--- src/ppr_pkg.sv ---
// ----------------------------------------------------------------------------
// Polygon prism region package
// Shared widths, codes and the control and status bundles that pass between
// the controller and the datapath.
// ----------------------------------------------------------------------------
`default_nettype none

package ppr_pkg;

	localparam int MAX_VERTICES      = 64;
	localparam int COORD_BITS        = 26;
	localparam int MIN_POLY_VERTICES = 3;
	localparam int Y_W               = 12;
	localparam int DIM_W             = 2;
	localparam int STATUS_W          = 2;
	localparam int VOL_W             = 63;

	localparam int AW     = $clog2(MAX_VERTICES);
	localparam int CNT_W  = $clog2(MAX_VERTICES + 1);
	localparam int DW     = COORD_BITS + 1;
	localparam int PW     = 2 * DW;
	localparam int ACC_W  = PW + AW + 1;
	localparam int AREA_W = ACC_W - 1;
	localparam int HW     = Y_W + 1;
	localparam int MP_W   = (AREA_W + HW > VOL_W) ? AREA_W + HW : VOL_W + 1;
	localparam int K_W    = (CNT_W > $clog2(HW)) ? CNT_W : $clog2(HW);
	localparam int DRAIN_CYCLES = 3;

	typedef enum logic [1:0] {
		KIND_START    = 2'd0,
		KIND_ADD      = 2'd1,
		KIND_CONTAINS = 2'd2,
		KIND_VOLUME   = 2'd3
	} kind_t;

	typedef enum logic [STATUS_W-1:0] {
		RES_OK     = 2'd0,
		RES_REJECT = 2'd1,
		RES_FULL   = 2'd2
	} res_status_t;

	typedef enum logic [0:0] {
		REG_WORLD_BOTTOM = 1'b0,
		REG_WORLD_TOP    = 1'b1
	} cfg_reg_t;

	typedef enum logic [2:0] {
		S_IDLE,
		S_WALK,
		S_DRAIN,
		S_DECIDE,
		S_MUL,
		S_RESP
	} ctrl_state_t;

	typedef struct packed {
		logic          load;
		logic          rd_en;
		logic          prime;
		logic [AW-1:0] rd_addr;
		logic          decide;
		logic          mul_step;
	} dp_cmd_t;

	typedef struct packed {
		kind_t            kind;
		logic [CNT_W-1:0] count;
	} dp_stat_t;

endpackage

`default_nettype wire

--- src/ppr_ctrl.sv ---
// ----------------------------------------------------------------------------
// Polygon prism region controller
// Sequences the vertex walk, the pipeline drain, the state update and the
// bit-serial volume multiply, and raises the result strobe.
// ----------------------------------------------------------------------------
`default_nettype none

module ppr_ctrl
	import ppr_pkg::*;
(
	input  wire logic     clk,
	input  wire logic     arst_n,
	input  wire logic     start,
	input  wire logic [1:0] kind,
	input  wire dp_stat_t stat,
	output dp_cmd_t       cmd,
	output logic          busy,
	output logic          done
);

	ctrl_state_t state_q, state_d;
	logic [K_W-1:0] k_q, k_d;
	logic [CNT_W-1:0] last_idx;
	logic [CNT_W-1:0] prev_idx;

	assign last_idx = stat.count - CNT_W'(1);
	assign prev_idx = k_q[CNT_W-1:0] - CNT_W'(1);

	always_ff @(posedge clk or negedge arst_n) begin
		if (!arst_n) begin
			state_q <= S_IDLE;
			k_q     <= '0;
		end else begin
			state_q <= state_d;
			k_q     <= k_d;
		end
	end

	always_comb begin
		state_d      = state_q;
		k_d          = k_q;
		cmd          = '0;
		busy         = (state_q != S_IDLE);
		done         = 1'b0;
		case (state_q)
			S_IDLE: begin
				if (start) begin
					cmd.load = 1'b1;
					k_d      = '0;
					if (kind_t'(kind) != KIND_START && stat.count != '0)
						state_d = S_WALK;
					else
						state_d = S_DECIDE;
				end
			end
			S_WALK: begin
				// The walk opens with the last vertex so that every edge has its
				// previous corner at hand.
				cmd.rd_en   = 1'b1;
				cmd.prime   = (k_q == '0);
				cmd.rd_addr = (k_q == '0) ? last_idx[AW-1:0] : prev_idx[AW-1:0];
				if (k_q[CNT_W-1:0] == stat.count) begin
					k_d     = '0;
					state_d = S_DRAIN;
				end else begin
					k_d = k_q + K_W'(1);
				end
			end
			S_DRAIN: begin
				if (k_q == K_W'(DRAIN_CYCLES - 1)) begin
					k_d     = '0;
					state_d = S_DECIDE;
				end else begin
					k_d = k_q + K_W'(1);
				end
			end
			S_DECIDE: begin
				cmd.decide = 1'b1;
				k_d        = '0;
				if (stat.kind == KIND_VOLUME)
					state_d = S_MUL;
				else
					state_d = S_RESP;
			end
			S_MUL: begin
				cmd.mul_step = 1'b1;
				if (k_q == K_W'(HW - 1)) begin
					k_d     = '0;
					state_d = S_RESP;
				end else begin
					k_d = k_q + K_W'(1);
				end
			end
			S_RESP: begin
				done    = 1'b1;
				state_d = S_IDLE;
			end
			default: begin
				state_d = S_IDLE;
			end
		endcase
	end

	a_done_busy: assert property (@(posedge clk) disable iff (!arst_n)
		done |-> busy) else $error("result strobe outside a busy period");

	a_accept_busy: assert property (@(posedge clk) disable iff (!arst_n)
		(start && !busy) |=> busy) else $error("accepted item did not start work");

	a_done_idle: assert property (@(posedge clk) disable iff (!arst_n)
		done |=> !busy) else $error("block still busy after result");

	a_read_walk: assert property (@(posedge clk) disable iff (!arst_n)
		cmd.rd_en |-> (stat.count != '0)) else $error("vertex read with empty store");

endmodule

`default_nettype wire

--- config.mk ---
export PLATFORM = sky130hd
export DESIGN_NAME = ppr_ctrl
export DESIGN_NICKNAME = d
export VERILOG_FILES = /design/src/ppr_pkg.sv /design/src/ppr_ctrl.sv
export SDC_FILE = /design/constraint.sdc
export NUM_CORES = 1
export LEC_CHECK = 0
export BUFFER_PORTS_ARGS = -buffer_cell sky130_fd_sc_hd__buf_2
export CORE_ASPECT_RATIO = 0.7
export CORE_MARGIN = 4
export CORE_UTILIZATION = 50
export CTS_BUF_LIST = sky130_fd_sc_hd__clkbuf_4
export CTS_CLUSTER_DIAMETER = 60
export DETAILED_ROUTE_END_ITERATION = 8
export GPL_TIMING_DRIVEN = 0
export PLACE_DENSITY = 0.8
export REMOVE_ABC_BUFFERS = 1
export SKIP_LAST_GASP = 1
export SYNTH_ARGS = -nofsm -noshare
export SYNTH_HDL_FRONTEND = slang
export SYNTH_SLANG_ARGS = --single-unit
export TNS_END_PERCENT = 10
--- constraint.sdc ---
create_clock -name clk -period 2.95 [get_ports clk]
set_input_delay 0.1475 -clock clk [delete_from_list [all_inputs] [get_ports clk]]
set_output_delay 0.1475 -clock clk [all_outputs]
set_load 0.02 [all_outputs]
==> results.toml, run 1 <==
[status]
status = "finished, final reports clean"

[job]
maxCapViolations = 0

[route]
vias_per_cell = 6.129
first_pass_iters = 4
routed_wirelength_mm = 2.644
ant_nets = 0
num_vias = 1048
drt_iter0_markers = 115
drc = 0
wire_per_inst_um = 15.46

[power]
p_per_area_nw_per_um2 = 1021
p_int_w = 0.0005640
sequentialPowerShare = 0.233
ir_worst_vdd_mv = 0.4932
sw_frac_of_total = 0.5329
p_leak_nw = 0.5706
comb_power_share = 0.690
pwr-share-clk = 0.077
switching_power_w = 0.0006435
power.total_w = 0.001208

[floorplan]
rows = 13
ios = 27
die-height_um = 46.79
coreArea_um2 = 1952
initial_core_util = 0.5506
die_w_um = 63.42
die-area_um2 = 2967

[layout]
drive_gt1_frac = 0.3020
area_growth_pct = 10.01
finalInstanceArea_um2 = 1182
final_nets = 168
antenna_cells = 0
finish.utilization = 0.6058
final_common_cell = "buf_2"
final_cell_mix = "buf_2, a21oi_1, dfrtp_1, nand2_1"

[timing]
clock_skew_ns = 0.002032
period_share = 0.9090
finalHoldViolations = 0
min_period_ns = 2.682
maxSlewViolCount = 0
grt_setup_unrepaired = "false"
slew_headroom = 0.4169
timing.setup.tns_ns = 0
max_freq_ghz = 0.3729
tightest_slew_ns = 0.8652
final-setup-viol-count = 0
setup_ws_ns = 0.2684

[grt]
grt_pass1_wl_mm = 4.526
grt_antenna_before_repair = 0
grt_pass1_vias = 967
grt_use_total = 0.1991
grt_max_degree = 16
overflow = 0

[synthesis]
synth_top_area_frac = 0.2328
ys.warnings.count = 0
synth_edf_count = 0
ys_top_cells_by_area = "dfrtp_1, a21oi_1, xnor2_1"
synth.avg_cell_area_um2 = 8.268
synth_cell_types = 49
synth_top_cell_by_area = "dfrtp_1"
synth-seq-cells = 10
async_flop_share = 1.000
synthCells = 130
synth_area_um2 = 1075
synthFlopType = "dfrtp_1"
yosysSeqAreaShare = 0.2328

[cts]
clockBufferDepth = 2
cts_tree = "done"
clk_pin_slew_worst_paths_ns = 0.07
clk_latency_ns = 0.26
cts_hold_buf = 1
cts_inserted_buffers = 3
cts_setup_buffers = 0
clockRootBuffer = "clkbuf_4"
cts.sinks = 10
cts_resized = 0
htreeDepth = 1

[min_path]
hp-class = "primary input to flop"

[worst_setup_path]
start_kind = "flop"
cp.arrival_ns = 2.53
critical_path.endpoint_type = "output port"
cp_max_fo = 9
cp_data_required_time_ns = 2.80
critPathKind = "flop to output port"

[placement]
numPortBuffers = 26
gp_congestion = 0.8073
dpl_cell_area_um2 = 1150
pre_cts_slack_ns = 0.5911
dp_hpwl_mm = 2.006
==> critical path, cell delays in order (launching register included) <==
cell and delay, ns:
dfrtp_1 0.48, inv_1 0.17, ha_1 0.19, or4b_4 0.51, mux2i_1 0.27, nand3_1 0.15
mux2_1 0.34, buf_2 0.16
==> final timing paths <==
kind	startpoint	end	slack (ns)	depth (start not counted)
worst max-delay path	k_q[0]	cmd[7]	0.27	7
worst min-delay path	stat[6]	state_q[1]	0.27	3
worst max register to register	k_q[0]	k_q[2]	0.68	6
worst min register to register	k_q[0]	k_q[0]	0.70	1
max in group asynchronous	arst_n	k_q[1]	2.47	2
min in group asynchronous	arst_n	state_q[2]	0.28	2
==> power by group through the flow <==
stage / Sequential [W] / Clock (W) / Combinational (W)
6_report: 0.000281 / 0.0000930 / 0.000833
5_1_grt: 0.000296 / 0.000105 / 0.000914
4_1_cts: 0.000278 / 0.0000975 / 0.000828
3_5_place_dp: 0.000282 / 0 / 0.000821
3_3_place_gp: 0.000277 / 0 / 0.000798
2_1_floorplan: 0.000252 / 0 / 0.000620
==> synth_stat cells, drive strengths merged (4+ instances only) <==
| cell | instances |
|---|---|
| or2 | 4 |
| buf | 5 |
| clkbuf | 5 |
| xor2 | 5 |
| inv | 7 |
| nand4 | 6 |
| nor2 | 8 |
| nor3 | 5 |
| a21oi | 12 |
| dfrtp | 10 |
| xnor2 | 5 |
| nand2 | 8 |
==> layer usage <==
metal / part of all wire / vias up / GRT usage
met3: 0.094 / 0 / 0.06220
met1: 0.49 / 478 / 0.2790
li1: - / 521 / -
met5: 0 / - / 0
met2: 0.42 / 49 / 0.3112
met4: 0 / 0 / 0.03433
==> through the flow <==
stage	hold WS, ns	instances
2_1_floorplan	-0.1481	119
3_3_place_gp	0.02020	167
3_5_place_dp	0.02960	167
4_1_cts	0.2570	171
5_1_grt	0.2588	171
6_report	0.2686	171
==> cell families (layout without fill, tap and decap cells) <==
logic type	Yosys count	count (layout)	synth area share
multiplexers	2	2	0.01979
buffers and inverters	18	37	0.1013
XOR/XNOR	10	10	0.08149
flip-flops	10	10	0.2328
AO/OA/AOI/OAI	33	33	0.2142
AND/OR/NAND/NOR	54	54	0.3155
adder cells (fa/ha/maj)	3	3	0.03493
==> layout make-up <==
class                   instances  area [um2]
clock buffers                   3       22.52
fillers                       205       769.5
well taps                      22       27.53
flip-flops and latches         10       250.2
multi-input cells             102       715.7
inverters                       7       26.28
repair buffers                 27       140.1
==> sequential cells by signal, indices dropped and copies added, names as in the netlist <==
name / flops
state_q: 3
k_q: 7
No activity file was read; power rests on OpenSTA's default activity.
==> run 2: changes to the inputs <==
Settings changed: CORE_MARGIN 4 to default, CORE_UTILIZATION 50 to 55, PLACE_DENSITY 0.8 to 0.86.
==> run 2 against run 1 <==
  * Sequential cell count unchanged
  * Hold slack worse by 0.0097 ns
  * Fmax rose by 0.48%
  * Core utilization rose by 8.6 points
  * Final area is 0.21% higher
  * Largest cell class unchanged
  * Critical path type unchanged
==> results.toml, run 2 (synthesis results as in run 1) <==
[worst_setup_path]
critical_path.endpoint_type = "output port"
r2r_start = "k_q[0]"
critPathKind = "flop to output port"
cp.arrival_ns = 2.52
r2r_slack_ns = 0.70
r2r_end = "k_q[6]"
r2r_cells = 6
cp_data_required_time_ns = 2.80
start_kind = "flop"
cp_max_fo = 9

[route]
num_vias = 1069
drc = 0
routed_wirelength_mm = 2.560
drt_iter0_markers = 42
ant_nets = 0
wire_per_inst_um = 14.97
first_pass_iters = 4
vias_per_cell = 6.251

[layout]
final_common_cell = "buf_2"
final_nets = 168
largest_register = "k_q"
drive_gt1_frac = 0.3000
antenna_cells = 0
largest_reg_flops = 7
fill_cells = 149
largest_registers = "k_q: 7 flops, state_q: 3 flops"
area_growth_pct = 10.24
final_cell_mix = "buf_2, a21oi_1, dfrtp_1, nand2_1"
finish.utilization = 0.6923

[power]
ir_worst_vdd_mv = 0.6521
p_leak_nw = 0.5721
p_per_area_nw_per_um2 = 1017

[floorplan]
initial_core_util = 0.6279
ios = 27
die-height_um = 38.99
die_w_um = 54.84
coreArea_um2 = 1712
rows = 12
die-area_um2 = 2138

[timing]
period_share = 0.9046
grt_setup_unrepaired = "false"
finalHoldViolations = 0
fin_hold_ws_ns = 0.2589
max_freq_ghz = 0.3747
timing.setup.tns_ns = 0
min_period_ns = 2.669
slew_headroom = 0.4394
maxSlewViolCount = 0
clock_skew_ns = 0.002895
tightest_slew_ns = 0.8318
final-setup-viol-count = 0

[grt]
overflow = 0
grt_antenna_before_repair = 0
grt_pass1_vias = 884
grt_pass1_wl_mm = 4.043
grt_max_degree = 16
grt_use_total = 0.2761

[placement]
numPortBuffers = 26
dp_hpwl_mm = 1.993
gp_congestion = 0.8631

[cts]
cts.sinks = 10
cts_setup_buffers = 0
htreeDepth = 1
cts_hold_buf = 1
clk_latency_ns = 0.26
cts_inserted_buffers = 3
clockBufferDepth = 2
clk_pin_slew_worst_paths_ns = 0.06
clockRootBuffer = "clkbuf_4"
cts_tree = "done"
cts_resized = 0

[job]
maxCapViolations = 0

[min_path]
hp-class = "primary input to asynchronous set/reset pin"

[status]
status = "finished, final reports clean"
## run 2: report_power, final
part           total (W)  internal [W]  switching [W]
clock          0.0000944     0.0000488      0.0000456
sequential      0.000279      0.000177       0.000102
combinational   0.000832      0.000341       0.000491
## run 2: layout make-up
class | count | area, um2 | share of cell area
inverters | 7 | 26.28 | 0.02218
clock inverters | 1 | 3.754 | 0.003168
repair buffers | 27 | 140.1 | 0.1183
clock buffers | 3 | 22.52 | 0.01901
flip-flops and latches | 10 | 250.2 | 0.2112
multi-input cells | 102 | 715.7 | 0.6040
well taps | 21 | 26.28 | 0.02218
## run 2: how the worst max path moves through the flow
stage / startpoint / end / slack (ns) / depth (start not counted)
after floorplan: k_q[0] / cmd[5] / 0.83 / 6
after detailed placement: k_q[0] / cmd[7] / 0.62 / 7
after global routing: k_q[0] / cmd[7] / 0.14 / 7
final: k_q[0] / cmd[7] / 0.28 / 7
after global placement: k_q[0] / cmd[7] / 0.66 / 7
after CTS: k_q[0] / cmd[7] / 0.31 / 7
## run 2: per-stage QoR
step / setup WS (ns) / std cells / instance area, um2 / total power [W]
6_report: 0.2813 / 171 / 1185 / 0.001205
5_1_grt: 0.1387 / 171 / 1185 / 0.001307
4_1_cts: 0.3117 / 171 / 1185 / 0.001202
3_5_place_dp: 0.6167 / 166 / 1149 / 0.001105
3_3_place_gp: 0.6589 / 166 / 1149 / 0.001066
2_1_floorplan: 0.8298 / 119 / 992.2 / 0.0008717
## run 2: routing by layer
| metal | GRT usage | wire length (um) | vias up |
|---|---|---|---|
| met5 | 0 | 0 | - |
| met4 | 0 | 0 | 0 |
| met1 | 0.4024 | 1207 | 498 |
| met3 | 0.07059 | 205 | 0 |
| met2 | 0.4307 | 1147 | 49 |
| li1 | - | - | 522 |
## run 2: worst max-delay path, stage by stage (launching register included)
cell     delay (ns)
dfrtp_1        0.48
inv_1          0.17
ha_1           0.20
or4b_4         0.52
mux2i_1        0.25
nand3_1        0.15
mux2_1         0.34
buf_2          0.16
==> run 3: changes to the inputs <==
Settings changed: CORE_UTILIZATION 55 to 40, PLACE_DENSITY 0.86 to 0.67.
==> run 3 against run 2 <==
  * Die area grew 36%
  * Hold slack lost 0.0029 ns
  * Sequential share of layout area shrank 0.29 points
  * Largest cell class unchanged
  * Combinational power is essentially flat
  * Global-route usage shrank 8.6 points
  * Power grew 0.34%
  * Non-clock buffer count is the same
  * Setup slack gained 0.047 ns
  * Core utilization shrank 21 points
  * First-iteration DRC count grew 33%
  * Sequential power is essentially flat
  * Sequential cell count is the same
==> results.toml, run 3 (synthesis results as in run 1) <==
[worst_setup_path]
cp.arrival_ns = 2.47
r2r_slack_ns = 0.66
start_kind = "flop"
cp_data_required_time_ns = 2.80
critical_path.endpoint_type = "output port"
critPathKind = "flop to output port"
r2r_cells = 6
cp_max_fo = 9

[floorplan]
die-height_um = 45.37
initial_core_util = 0.4306
rows = 15
ios = 27
coreArea_um2 = 2496
die-area_um2 = 2902
die_w_um = 63.96

[status]
status = "finished, final reports clean"

[layout]
area_growth_pct = 11.76
fill_cells = 248
largest_registers = "k_q: 7 flops, state_q: 3 flops"
final_cell_mix = "buf_2, a21oi_1, dfrtp_1, nand2_1"
largest_reg_flops = 7
largest_register = "k_q"
drive_gt1_frac = 0.3000
antenna_cells = 0
final_cells = 184
final_nets = 168
final_common_cell = "buf_2"

[power]
p_leak_nw = 0.5721
ir_worst_vdd_mv = 0.5477
p_per_area_nw_per_um2 = 1007

[timing]
min_period_ns = 2.622
maxSlewViolCount = 0
period_share = 0.8888
final-setup-viol-count = 0
max_freq_ghz = 0.3814
finalHoldViolations = 0
slew_headroom = 0.4168
timing.setup.tns_ns = 0
grt_setup_unrepaired = "false"
setup_ws_ns = 0.3280
tightest_slew_ns = 0.8653
clock_skew_ns = 0.006432

[cts]
clk_pin_slew_worst_paths_ns = 0.07
cts_resized = 0
clk_latency_ns = 0.27
htreeDepth = 1
clockRootBuffer = "clkbuf_4"
cts_tree = "done"
cts.sinks = 10
clockBufferDepth = 2
cts_inserted_buffers = 3

[route]
first_pass_iters = 4
drt_iter0_markers = 56
vias_per_cell = 5.712
routed_wirelength_mm = 2.538
wire_per_inst_um = 13.79
ant_nets = 0
num_vias = 1051
drc = 0

[placement]
pre_cts_slack_ns = 0.6486
dpl.cell_count = 179
numPortBuffers = 26
gp_congestion = 0.8527
dp_hpwl_mm = 1.885

[grt]
overflow = 0
grt_max_degree = 16
grt_use_total = 0.1900
grt_pass1_vias = 875
grt_antenna_before_repair = 0
grt_pass1_wl_mm = 4.077

[job]
maxCapViolations = 0

[min_path]
hp-class = "primary input to asynchronous set/reset pin"
-- run 3: final cells by class --
type | instances | area, um2 | share of cell area
Tap cell | 34 | 42.54 | 0.03542
Clock buffer | 3 | 22.52 | 0.01875
Sequential cell | 10 | 250.2 | 0.2083
Timing Repair Buffer | 27 | 140.1 | 0.1167
Inverter | 7 | 26.28 | 0.02188
Clock inverter | 1 | 3.754 | 0.003125
Multi-Input combinational cell | 102 | 715.7 | 0.5958
-- run 3: worst paths after layout --
path / start / end
min: arst_n / state_q[2]
max: k_q[0] / cmd[7]
min reg2reg: k_q[0] / k_q[0]
min in group clk: stat[6] / state_q[1]
max reg2reg: k_q[0] / k_q[2]
max in group asynchronous: arst_n / k_q[1]
-- run 3: metrics by stage --
step                      cell area, um2  total power, W  hold slack (ns)  utilization
final                               1201        0.001209           0.2560       0.4812
after global routing                1201        0.001310           0.2715       0.4812
after CTS                           1201        0.001203           0.2542       0.4812
after detailed placement            1165        0.001098          0.01921       0.4667
after global placement              1165        0.001082          0.02340       0.4667
after floorplan                    992.2       0.0008717          -0.1481            -
-- run 3: what timing repair did --
action,CTS,global route
endpoints found under the setup margin,0,0
hold buffers,1,0
setup buffers,0,0
hold endpoints to repair,10,0
-- run 3: report_power, final --
part | switching (W) | total [W] | internal, W
sequential | 0.0000991 | 0.000276 | 0.000177
clock | 0.0000499 | 0.0000989 | 0.0000490
combinational | 0.000494 | 0.000834 | 0.000340
-- run 3: critical path, stage by stage, from the launching register on --
cell and delay [ns]:
dfrtp_1 0.47, inv_1 0.16, ha_1 0.19, or4b_4 0.51, mux2i_1 0.23, nand3_1 0.14, mux2_1 0.34, buf_2 0.16
-- run 3: metal layers --
| metal | up-vias | track usage | share of wire |
|---|---|---|---|
| li1 | 521 | - | - |
| met1 | 483 | 0.2789 | 0.54 |
| met2 | 42 | 0.2638 | 0.38 |
| met3 | 5 | 0.06000 | 0.079 |
| met4 | 0 | 0.05455 | 0.0083 |
| met5 | - | 0 | 0 |
